[src/hw/rtl/mm4x4_pkg.sv]
`default_nettype none

package mm4x4_pkg;

  // Field widths of the request and result channels
  localparam int OPC_W  = 2;
  localparam int FIDX_W = 2;
  localparam int DATA_W = 32;

  typedef logic [OPC_W-1:0]         opcode_t;
  typedef logic [FIDX_W-1:0]        fidx_t;
  typedef logic signed [DATA_W-1:0] elem_t;

  // Request opcodes
  localparam opcode_t OP_LOAD_LEFT  = 2'd0;
  localparam opcode_t OP_LOAD_RIGHT = 2'd1;
  localparam opcode_t OP_MULTIPLY   = 2'd2;

endpackage

`default_nettype wire

[src/hw/rtl/mm4x4_in_if.sv]
`default_nettype none

interface mm4x4_in_if import mm4x4_pkg::*; ();
  logic    valid;
  logic    ready;
  opcode_t opcode;
  fidx_t   row;
  fidx_t   col;
  elem_t   value;

  modport source (output valid, output opcode, output row, output col, output value,
                  input ready);
  modport sink   (input valid, input opcode, input row, input col, input value,
                  output ready);
endinterface

`default_nettype wire

[src/hw/rtl/mm4x4_out_if.sv]
`default_nettype none

interface mm4x4_out_if import mm4x4_pkg::*; ();
  logic  valid;
  logic  ready;
  fidx_t out_row;
  fidx_t out_col;
  elem_t product;
  logic  saturated;
  logic  last;

  modport source (output valid, output out_row, output out_col, output product,
                  output saturated, output last, input ready);
  modport sink   (input valid, input out_row, input out_col, input product,
                  input saturated, input last, output ready);
endinterface

`default_nettype wire

[src/hw/rtl/matrix4x4_multiply.sv]
`default_nettype none

// Fixed-point DIM x DIM matrix multiplier. Load requests write one signed Q16.16
// element of the left or right matrix, each held in its own memory with one write
// and one read port; a load whose row or column lies outside the matrix, and the
// unused opcode, change nothing. A multiply request emits the DIM*DIM elements of
// left times right in row-major order, with last set on the final one. Each
// element is the exact sum of DIM 64-bit products, shifted right by FRAC_BITS
// (rounding toward minus infinity) and saturated to 32 bits, with saturated set
// when clipped. Elements are computed one at a time, the next starting only after
// the last is handed off: DIM reads through the one read port of each memory,
// then the multiply, accumulate and saturate stages. A multiply request occupies
// the block until its final element enters the output register; result stalls delay it.
// Requests are taken only between multiplies. Both matrices read as zero after
// reset until their elements are loaded; no clearing pass is needed.
module matrix4x4_multiply import mm4x4_pkg::*; #(
  parameter int DIM       = 4,
  parameter int FRAC_BITS = 16
) (
  input  wire logic         clk,
  input  wire logic         rst_n,
  mm4x4_in_if.sink          in_ch,
  mm4x4_out_if.source       out_ch
);

  localparam int DEPTH  = DIM * DIM;
  localparam int ADDR_W = $clog2(DEPTH);
  localparam int IDX_W  = $clog2(DIM);
  localparam int PROD_W = 2 * DATA_W;
  localparam int ACC_W  = PROD_W + $clog2(DIM);

  localparam logic [1:0] S_IDLE  = 2'd0;
  localparam logic [1:0] S_ISSUE = 2'd1;
  localparam logic [1:0] S_WAIT  = 2'd2;

  localparam logic [IDX_W-1:0] IDX_LAST = IDX_W'(DIM - 1);
  localparam logic [IDX_W-1:0] IDX_ONE  = IDX_W'(1);

  logic [1:0] state_r, state_nxt;
  logic [IDX_W-1:0] r_r, c_r, k_r;

  // Matrix memories and their written flags
  elem_t left_mem  [DEPTH];
  elem_t right_mem [DEPTH];
  logic [DEPTH-1:0] lvld_r, rvld_r;

  elem_t l_q_r, r_q_r;
  logic  lv_q_r, rv_q_r;
  logic  rd_vld_r, rd_first_r, rd_last_r;

  logic signed [PROD_W-1:0] prod_r;
  logic mul_vld_r, mul_first_r, mul_last_r;

  logic signed [ACC_W-1:0] acc_r;
  logic done_r;

  logic  out_valid_r;
  fidx_t out_row_r, out_col_r;
  elem_t out_prod_r;
  logic  out_sat_r, out_last_r;

  logic in_acc, ld_ok, out_load, elem_last;
  logic [ADDR_W-1:0] ld_addr;
  logic [ADDR_W-1:0] l_raddr, r_raddr;
  elem_t l_op, r_op;
  logic signed [ACC_W-1:0] sh;
  logic [ACC_W-32:0] sh_top;
  logic sat;

  assign in_ch.ready = (state_r == S_IDLE);
  assign in_acc      = in_ch.valid && in_ch.ready;
  assign ld_ok       = (32'(in_ch.row) < 32'(DIM)) && (32'(in_ch.col) < 32'(DIM));
  assign ld_addr     = ADDR_W'(in_ch.row) * ADDR_W'(DIM) + ADDR_W'(in_ch.col);
  assign l_raddr     = ADDR_W'(r_r) * ADDR_W'(DIM) + ADDR_W'(k_r);
  assign r_raddr     = ADDR_W'(k_r) * ADDR_W'(DIM) + ADDR_W'(c_r);
  assign out_load    = done_r && (!out_valid_r || out_ch.ready);
  assign elem_last   = (r_r == IDX_LAST) && (c_r == IDX_LAST);

  // Write on load requests, read both memories every cycle
  always_ff @(posedge clk) begin
    if (in_acc && ld_ok && in_ch.opcode == OP_LOAD_LEFT) begin
      left_mem[ld_addr] <= in_ch.value;
    end
    if (in_acc && ld_ok && in_ch.opcode == OP_LOAD_RIGHT) begin
      right_mem[ld_addr] <= in_ch.value;
    end
    l_q_r  <= left_mem[l_raddr];
    r_q_r  <= right_mem[r_raddr];
  end

  // Track which entries hold loaded data
  always_ff @(posedge clk) begin
    if (!rst_n) begin
      lvld_r <= '0;
      rvld_r <= '0;
      lv_q_r <= 1'b0;
      rv_q_r <= 1'b0;
    end else begin
      if (in_acc && ld_ok && in_ch.opcode == OP_LOAD_LEFT) begin
        lvld_r[ld_addr] <= 1'b1;
      end
      if (in_acc && ld_ok && in_ch.opcode == OP_LOAD_RIGHT) begin
        rvld_r[ld_addr] <= 1'b1;
      end
      lv_q_r <= lvld_r[l_raddr];
      rv_q_r <= rvld_r[r_raddr];
    end
  end

  // Sequencer
  always_comb begin
    state_nxt = state_r;
    case (state_r)
      S_IDLE: begin
        if (in_acc && in_ch.opcode == OP_MULTIPLY) state_nxt = S_ISSUE;
      end
      S_ISSUE: begin
        if (k_r == IDX_LAST) state_nxt = S_WAIT;
      end
      S_WAIT: begin
        if (out_load) state_nxt = elem_last ? S_IDLE : S_ISSUE;
      end
      default: state_nxt = S_IDLE;
    endcase
  end

  always_ff @(posedge clk) begin
    if (!rst_n) begin
      state_r <= S_IDLE;
      r_r     <= '0;
      c_r     <= '0;
      k_r     <= '0;
    end else begin
      state_r <= state_nxt;
      case (state_r)
        S_IDLE: begin
          r_r <= '0;
          c_r <= '0;
          k_r <= '0;
        end
        S_ISSUE: begin
          k_r <= (k_r == IDX_LAST) ? '0 : k_r + IDX_ONE;
        end
        S_WAIT: begin
          // advance to the next element once this one is handed off
          if (out_load && !elem_last) begin
            if (c_r == IDX_LAST) begin
              c_r <= '0;
              r_r <= r_r + IDX_ONE;
            end else begin
              c_r <= c_r + IDX_ONE;
            end
          end
        end
        default: ;
      endcase
    end
  end

  // Multiply-accumulate pipeline control
  always_ff @(posedge clk) begin
    if (!rst_n) begin
      rd_vld_r  <= 1'b0;
      mul_vld_r <= 1'b0;
      done_r    <= 1'b0;
    end else begin
      rd_vld_r  <= (state_r == S_ISSUE);
      mul_vld_r <= rd_vld_r;
      if (mul_vld_r && mul_last_r) begin
        done_r <= 1'b1;
      end else if (out_load) begin
        done_r <= 1'b0;
      end
    end
  end

  // Unwritten entries read as zero
  assign l_op = lv_q_r ? l_q_r : '0;
  assign r_op = rv_q_r ? r_q_r : '0;

  always_ff @(posedge clk) begin
    rd_first_r  <= (k_r == '0);
    rd_last_r   <= (k_r == IDX_LAST);
    prod_r      <= PROD_W'(l_op) * PROD_W'(r_op);
    mul_first_r <= rd_first_r;
    mul_last_r  <= rd_last_r;
    if (mul_vld_r) begin
      acc_r <= mul_first_r ? ACC_W'(prod_r) : acc_r + ACC_W'(prod_r);
    end
  end

  // Drop fraction bits, then saturate to 32 bits
  assign sh     = acc_r >>> FRAC_BITS;
  assign sh_top = sh[ACC_W-1:31];
  assign sat    = !((&sh_top) || (~|sh_top));

  // Output register
  always_ff @(posedge clk) begin
    if (!rst_n) begin
      out_valid_r <= 1'b0;
    end else if (out_load) begin
      out_valid_r <= 1'b1;
    end else if (out_ch.ready) begin
      out_valid_r <= 1'b0;
    end
  end

  always_ff @(posedge clk) begin
    if (out_load) begin
      out_row_r  <= FIDX_W'(r_r);
      out_col_r  <= FIDX_W'(c_r);
      out_prod_r <= sat ? (sh[ACC_W-1] ? 32'sh8000_0000 : 32'sh7FFF_FFFF) : sh[31:0];
      out_sat_r  <= sat;
      out_last_r <= elem_last;
    end
  end

  assign out_ch.valid     = out_valid_r;
  assign out_ch.out_row   = out_row_r;
  assign out_ch.out_col   = out_col_r;
  assign out_ch.product   = out_prod_r;
  assign out_ch.saturated = out_sat_r;
  assign out_ch.last      = out_last_r;

`ifndef SYNTH
  a_mul_starts: assert property (@(posedge clk) disable iff (!rst_n)
    (in_acc && in_ch.opcode == OP_MULTIPLY) |=> state_r == S_ISSUE)
    else $error("multiply request did not start the sequencer");

  a_pipe_busy: assert property (@(posedge clk) disable iff (!rst_n)
    (mul_vld_r || done_r) |-> state_r == S_WAIT || state_r == S_ISSUE)
    else $error("pipeline active while idle");

  a_last_idle: assert property (@(posedge clk) disable iff (!rst_n)
    (out_load && elem_last) |=> state_r == S_IDLE && out_ch.valid && out_ch.last)
    else $error("final element did not end the run");

  a_sat_value: assert property (@(posedge clk) disable iff (!rst_n)
    (out_ch.valid && out_ch.saturated) |->
      out_ch.product == 32'sh7FFF_FFFF || out_ch.product == 32'sh8000_0000)
    else $error("saturated element is not a range limit");

  a_load_quiet: assert property (@(posedge clk) disable iff (!rst_n)
    (in_acc && in_ch.opcode != OP_MULTIPLY && !out_ch.valid) |=> !out_ch.valid)
    else $error("load request produced a result");
`endif

endmodule

`default_nettype wire
[src/flat_wrapper.sv]
// flat-port wrapper written by rule: the top's interface ports become plain ports
module matrix4x4_multiply_flat import mm4x4_pkg::*;
#(
  parameter int DIM       = 4,
  parameter int FRAC_BITS = 16
)
  (clk, rst_n, in_ch_valid, in_ch_opcode, in_ch_row, in_ch_col, in_ch_value, in_ch_ready, out_ch_valid, out_ch_out_row, out_ch_out_col, out_ch_product, out_ch_saturated, out_ch_last, out_ch_ready);
  mm4x4_in_if in_ch_i ();
  mm4x4_out_if out_ch_i ();
  input  wire logic clk;
  input  wire logic rst_n;
  input wire logic [$bits(in_ch_i.valid)-1:0] in_ch_valid;
  input wire logic [$bits(in_ch_i.opcode)-1:0] in_ch_opcode;
  input wire logic [$bits(in_ch_i.row)-1:0] in_ch_row;
  input wire logic [$bits(in_ch_i.col)-1:0] in_ch_col;
  input wire logic [$bits(in_ch_i.value)-1:0] in_ch_value;
  output wire logic [$bits(in_ch_i.ready)-1:0] in_ch_ready;
  output wire logic [$bits(out_ch_i.valid)-1:0] out_ch_valid;
  output wire logic [$bits(out_ch_i.out_row)-1:0] out_ch_out_row;
  output wire logic [$bits(out_ch_i.out_col)-1:0] out_ch_out_col;
  output wire logic [$bits(out_ch_i.product)-1:0] out_ch_product;
  output wire logic [$bits(out_ch_i.saturated)-1:0] out_ch_saturated;
  output wire logic [$bits(out_ch_i.last)-1:0] out_ch_last;
  input wire logic [$bits(out_ch_i.ready)-1:0] out_ch_ready;
  assign in_ch_i.valid = in_ch_valid;
  assign in_ch_i.opcode = in_ch_opcode;
  assign in_ch_i.row = in_ch_row;
  assign in_ch_i.col = in_ch_col;
  assign in_ch_i.value = in_ch_value;
  assign in_ch_ready = in_ch_i.ready;
  assign out_ch_valid = out_ch_i.valid;
  assign out_ch_out_row = out_ch_i.out_row;
  assign out_ch_out_col = out_ch_i.out_col;
  assign out_ch_product = out_ch_i.product;
  assign out_ch_saturated = out_ch_i.saturated;
  assign out_ch_last = out_ch_i.last;
  assign out_ch_i.ready = out_ch_ready;
  matrix4x4_multiply #(.DIM(DIM), .FRAC_BITS(FRAC_BITS)) u_core (.clk(clk), .rst_n(rst_n), .in_ch(in_ch_i), .out_ch(out_ch_i));
endmodule
[config.mk]
export PLATFORM = sky130hd
export DESIGN_NAME = matrix4x4_multiply_flat
export DESIGN_NICKNAME = d
export VERILOG_FILES = /design/src/hw/rtl/mm4x4_pkg.sv /design/src/hw/rtl/mm4x4_in_if.sv /design/src/hw/rtl/mm4x4_out_if.sv /design/src/hw/rtl/matrix4x4_multiply.sv /design/src/flat_wrapper.sv
export SDC_FILE = /design/constraint.sdc
export NUM_CORES = 2
export LEC_CHECK = 0
export BUFFER_PORTS_ARGS = -buffer_cell sky130_fd_sc_hd__clkbuf_2
export CAP_MARGIN = 20
export CORE_ASPECT_RATIO = 0.5
export CORE_UTILIZATION = 55
export DETAILED_ROUTE_END_ITERATION = 8
export GPL_ROUTABILITY_DRIVEN = 1
export PLACE_DENSITY = 0.71
export SLEW_MARGIN = 25
export SYNTH_ARGS = -nofsm -noshare
export SYNTH_HDL_FRONTEND = slang
export SYNTH_SLANG_ARGS = --single-unit
[constraint.sdc]
create_clock -name clk -period 9.65 [get_ports clk]
set_input_delay 0.4825 -clock clk [delete_from_list [all_inputs] [get_ports clk]]
set_output_delay 0.4825 -clock clk [all_outputs]
set_load 0.05 [all_outputs]
# Yosys cells after proc, flatten, opt, wreduce, memory -nomap -nowiden
# Memories as Yosys holds them, arrays and structs flattened. A register that Yosys moved wholly into a read port is not among the register bits.
# Cells that the tools add are included.
dict set report totals {
  ff_bits 218
  ramBits 1024
  out_inout_bits 40
  elab_cells 110
  n_memories 2
}
# name depth width read_ports rd_clocked_by_memory_dff wr line
set memory_table {}
lappend memory_table {u_core.left_mem 16 32 1 1 1 matrix4x4_multiply.sv:43} ;# elem_t left_mem [DEPTH];
lappend memory_table {u_core.right_mem 16 32 1 1 1 matrix4x4_multiply.sv:44} ;# elem_t right_mem [DEPTH];
dict set report classes {
  add_sub_neg 7
  mul 1
  order_cmp 4
  n_eq_ne 12
  muxes 32
  n_bitwise 2
  n_reduce_logical 27
}
# op n
set op_table {}
lappend op_table {{$mux 32} 4}
lappend op_table {{$add 66x64->66} 1}
lappend op_table {{$mux 66} 1}
lappend op_table {{$mul 32x32->64} 1}
lappend op_table {{$or 16x16->16} 2}
lappend op_table {{$reduce_and 19->1} 1}
lappend op_table {{$reduce_or 19->1} 1}
lappend op_table {{$mux 2} 8}
lappend op_table {{$lt 4x5->1 const B} 3}
lappend op_table {{$add 4x2->4} 3}
lappend op_table {{$mux 1} 12}
lappend op_table {{$pmux 2 s2} 3}
lappend op_table {{$eq 2x2->1 const B} 5}
lappend op_table {{$logic_and 1x1->1} 9}
lappend op_table {{$bmux 1 s4} 2}
lappend op_table {{$reduce_bool 2->1} 4}
lappend op_table {{$add 2x1->2 const B} 3}
lappend op_table {{$logic_not 2->1} 3}
lappend op_table {{$ne 2x1->1 const B} 3}
lappend op_table {{$pmux 2 s3} 1}
lappend op_table {{$reduce_and 3->1} 2}
lappend op_table {{$demux 1 s4} 1}
lappend op_table {{$eq 2x1->1 const B} 2}
lappend op_table {{$ge 4x1->1 const B} 1}
lappend op_table {{4 further kinds} 9}

# Depth between registers and ports, before layout
dict set report depth {
  ltp_word 6
  mapped_depth 33
}

# Least setup slack after synthesis
# Ideal clock, no wire load.
dict set report synth_path {
  kind {flip-flop to flip-flop}
  startpoint {register u_core.rv_q_r}
  endpoint {register u_core.prod_r[48]}
  t_arrival_ns 8.348
  required_time_ns 9.531
  path_slack_ns 1.182
  path_stages_with_launch 31
  path_buffers 5
  synth_period_minus_slack_ns 8.468
  path_cell_list {dfxtp_1 > clkbuf_1 > clkbuf_1 > clkbuf_1 > nand2_1 > clkbuf_1 > nor2_1 > fa_1 > fa_1 > fa_1 > inv_1 > fa_1 > inv_1 > fa_1 > inv_1 > fa_1 > inv_1 > fa_1 > inv_1 > fa_1 > inv_1 > ha_1 > clkbuf_1 > nand4_1 > or4_1 > or4_1 > o32ai_1 > nor2_1 > o41ai_1 > a31oi_1 > xnor2_1}
}
dict set report synth_between {
  elab_chain_len 2
}
# element line
set synth_lines {}
lappend synth_lines {{start: declaration} matrix4x4_multiply.sv:48} ;# logic lv_q_r, rv_q_r;
lappend synth_lines {{start signal: assignment} matrix4x4_multiply.sv:106} ;# rv_q_r <= rvld_r[r_raddr];
lappend synth_lines {{$mux 32} matrix4x4_multiply.sv:179} ;# assign r_op = rv_q_r ? r_q_r : '0;
lappend synth_lines {{$mul 32x32->64} matrix4x4_multiply.sv:184} ;# prod_r <= PROD_W'(l_op) * PROD_W'(r_op);
lappend synth_lines {{end signal: assignment} matrix4x4_multiply.sv:184}
lappend synth_lines {{end: declaration} matrix4x4_multiply.sv:51} ;# logic signed [PROD_W-1:0] prod_r;
# Every way passes these cells.
# A chain may end at the register's enable or synchronous reset.

# Worst setup path in the final report
dict set report layout_path {
  startpoint {register u_core.lv_q_r}
  endpoint {register u_core.prod_r[62]}
}
dict set report layout_between {
  elab_chain_len 2
}
# element line
set layout_lines {}
lappend layout_lines {{start: declaration} matrix4x4_multiply.sv:48}
lappend layout_lines {{start signal: assignment} matrix4x4_multiply.sv:105} ;# lv_q_r <= lvld_r[l_raddr];
lappend layout_lines {{$mux 32} matrix4x4_multiply.sv:178} ;# assign l_op = lv_q_r ? l_q_r : '0;
lappend layout_lines {{$mul 32x32->64} matrix4x4_multiply.sv:184}
# Every way passes these cells.

==> summary.md <==
| Metric | Value |
|---|---|
| Layout Skew | 0.105 ns |
| Crit path max-delay cell type | dfxtp_2 |
| Crit Path Max Fanout | 33 |
| CTS buffer count | 108 |
| WP data arrival | 9.86 ns |
| Final WL | 258 mm |
| Die Y | 282 um |
| Top_reg_cell synth | edfxtp_1 |
| Worst-Margin Slew | between 1 and 1.5 ns |
| R2r endpoint | u_core.prod_r[62] |
| Total global routing overflow | 0 |
| DR pass1 iterations | 9 |
| Most used cell, CP | fa_1 |
| Clk slew on worst S/H paths | ~0.070 ns |
| Endpoints failing setup | 0 |
| Setup TNS | 0 ns |
| P&R area growth vs syn | 8.10% |
| Post-CTS setup buffers | 0 |
| Seq/Total Area, Yosys | between 40% and 50% |
| Final GP Congestion | 1.09 |
| GR Util All Layers | 33.2% |
| Hold/Removal Path Class | in -> reg |
| Worst setup margin | about 0.4 ns |
| Internal power | 0.00860 W |
| Fillers | 11,862 |
| Starting Density | 55.5% |
| Post-detail-place hpwl | 179 mm |
| Synth cell types | 75 |
| Mapped Area | 0.0862 mm^2 |
| CTS root buf | clkbuf_16 |
| CORE AREA | 0.155 mm^2 |
| Vias/cell | 6.16 |
| Layout cell share with drive strength beyond 1 | 12.2% |
| Leakage | 37.1 nW |
| Cell with the most instances after synthesis | edfxtp_1 |
| FF-to-FF path depth | 28 |
| Switching power | between 0.002 and 0.0025 W |
| Worst hold slack | 0.110 ns |
| Slew Viols, Final | 0 |
| Fmax | 0.108 GHz |
| Slew headroom | 25.0% |
| Worst Setup SP | u_core.lv_q_r |
| First-pass GRT wire length | 377 mm |
| Clock Power Share | 41.5% |
| Routed vias | 54,233 |
| Period utilisation layout | 96.0% |
| Antenna-violating nets left | 0 |
| FP Rows | just over 100 |
| CTS tree | built |
| CP peak stage delay | between 0.7 and 0.8 ns |
| Setup WS pre-CTS | between 0.5 and 0.6 ns |
| Synth cell count leaders | edfxtp_1 (1,128), fa_1 (1,083), inv_1 (998) |
| Seq cells post-synth | 1,306 |
| 1st-iter DRT viols | 6,653 |
| RSZ-0062 raised after global routing | false |
| Post-route minimum period | between 9 and 10 ns |
| # hold bufs at CTS | 0 |
| CP startpoint kind | flop |
| Vias in the first global route | between 50,000 and 60,000 |
| Sw Share | between 20% and 30% |
| Syn_nets | 7,976 |
| # IOs | 82 |
| Port bufs | 81 |
| Ranking of synthesized cells by area | edfxtp_1 (39%), fa_1 (25%), mux4_2 (8.6%) |
| Ys Warns | 0 |
| CP endpoint kind | flop |
| P per Cell Area | 117 mW/mm^2 |
| Sequential Power Share | 56.7% |
| Cells after synthesis | around 6,600 |
| Clock sinks | about 1,300 |
| Final Hold Fails | 0 |
| Die width | 562 um |
| Longest Clk Path Bufs | 3 |
| Max cap viols | 0 |
| CTS H-tree lvls | 3 |
| Clk_lat worst skew | around 0.75 ns |
| Nets | 7,996 |
| CP required | 10.25 ns |
| Full die area | 0.158 mm^2 |
| Share of the synthesized area in the top cell type | approximately 39% |
| Mean post-synth cell area | 13.1 um^2 |
| Comb pwr share | 1.8% |
| Initial antenna violation count | 17 |
| Largest net degree at the start of global routing | ~100 |
| Worst R2R Setup Slack | 0.39 ns |
| Crit path to | u_core.prod_r[62] |
| Post-synth EDFFs | 1,128 |
| Yosys top cell by area | edfxtp_1 |
| WS Path Type | reg -> reg |
| Status | completed |
| DRC violations left | 0 |
| R2r startpoint | u_core.lv_q_r |
| PostCTS Resize Cnt | 0 |
| Async SR Flop Fraction | 0% |
| Avg WL per Cell | 29.3 um |
| Max VDD drop | 0.193 mV |
power groups by stage:
stage	Clock (W)	Combinational [W]	Sequential (W)
2_1_floorplan	0	0.0000882	0.00628
3_3_place_gp	0	0.000183	0.00629
3_5_place_dp	0	0.000193	0.00629
4_1_cts	0.00456	0.000195	0.00617
5_1_grt	0.00476	0.000209	0.00617
6_report	0.00451	0.000196	0.00617
state kept, by name (all words and copies together) (netlist names), 16 cells and up:
register and count:
u_core.left_mem 512, u_core.r_q_r 32, u_core.right_mem 512, u_core.rvld_r 16
u_core.acc_r 66, u_core.out_ch.product 32, u_core.l_q_r 32, u_core.lvld_r 16
u_core.prod_r 64
kinds of logic (layout without fill, tap and decap cells):
kind of cell	Yosys count	count (layout)	share of synthesized area, %
compound gates	556	556	4.16
mux	336	336	8.70
other cells	0	10	0
flops	1306	1306	43.4
simple gates	1581	1581	7.64
buf+inv	1353	1468	5.90
fa+ha+maj	1336	1336	28.8
xor+xnor	130	130	1.32
metal layers:
layer / routed length (um) / vias up / global-route usage, %
li1: - / 21978 / -
met1: 101000 / 27969 / 46.3
met2: 110000 / 3693 / 48.6
met3: 37000 / 583 / 12.3
met4: 9440 / 10 / 10.4
met5: 69 / - / 0
final cells by class:
type	instances	area [um^2]	share of cell area, %
clock buffers	144	2970	3.19
repair buffers	263	1800	1.93
flip-flops and latches	1306	37500	40.2
well taps	2080	2600	2.79
inverters	1000	3750	4.03
clock inverters	61	624	0.670
diodes	10	25.0	0.0269
multi-input cells	3939	43900	47.1
cell usage in the layout (no fill, tap or decap), types with 25 or more instances in the layout:
master     instances
a21o_1           116
a21oi_1          140
and2_1            68
buf_4            179
clkbuf_1          25
clkbuf_16        110
clkbuf_2          81
dfxtp_1          168
edfxtp_1        1128
fa_1            1083
ha_1             253
inv_1            997
mux4_2           330
nand2_1          676
nand3_1           43
nand4_1           39
nor2_1           593
nor2_4            33
nor3_1            27
o21a_1            52
o21ai_0          113
xnor2_1           85
xor2_1            45
worst min path at each step:
stage | startpoint | endpoint | slack, ns | cells after the start
after floorplan | u_core.rd_first_r | u_core.mul_first_r | 0.31 | 0
after global placement | u_core.rd_last_r | u_core.mul_last_r | 0.37 | 0
after detailed placement | u_core.rd_last_r | u_core.mul_last_r | 0.36 | 0
after CTS | out_ch_ready | u_core.out_ch.valid | 0.07 | 3
after global routing | out_ch_ready | u_core.out_ch.valid | 0.12 | 3
final | out_ch_ready | u_core.out_ch.valid | 0.11 | 3
stage by stage:
stage / instances / total power [W] / utilization, % / area [um^2]
2_1_floorplan: 6598 / 0.00637 / - / 86200
3_3_place_gp: 8588 / 0.00647 / 57.7 / 89500
3_5_place_dp: 8588 / 0.00648 / 57.7 / 89500
4_1_cts: 8793 / 0.0109 / 60.0 / 93100
5_1_grt: 8794 / 0.0111 / 60.0 / 93100
6_report: 8803 / 0.0109 / 60.0 / 93100
worst max-delay path, delay by kind of cell (launching register included):
family                   cells  cell delay [ns]
AO/OA/AOI/OAI                6             1.23
XOR/XNOR                     1             0.12
AND/OR/NAND/NOR              5             1.97
flip-flops                   1             0.72
adder cells (fa/ha/maj)      9             4.32
buffers and inverters        7             0.77
No activity file was read; power rests on OpenSTA's default activity.
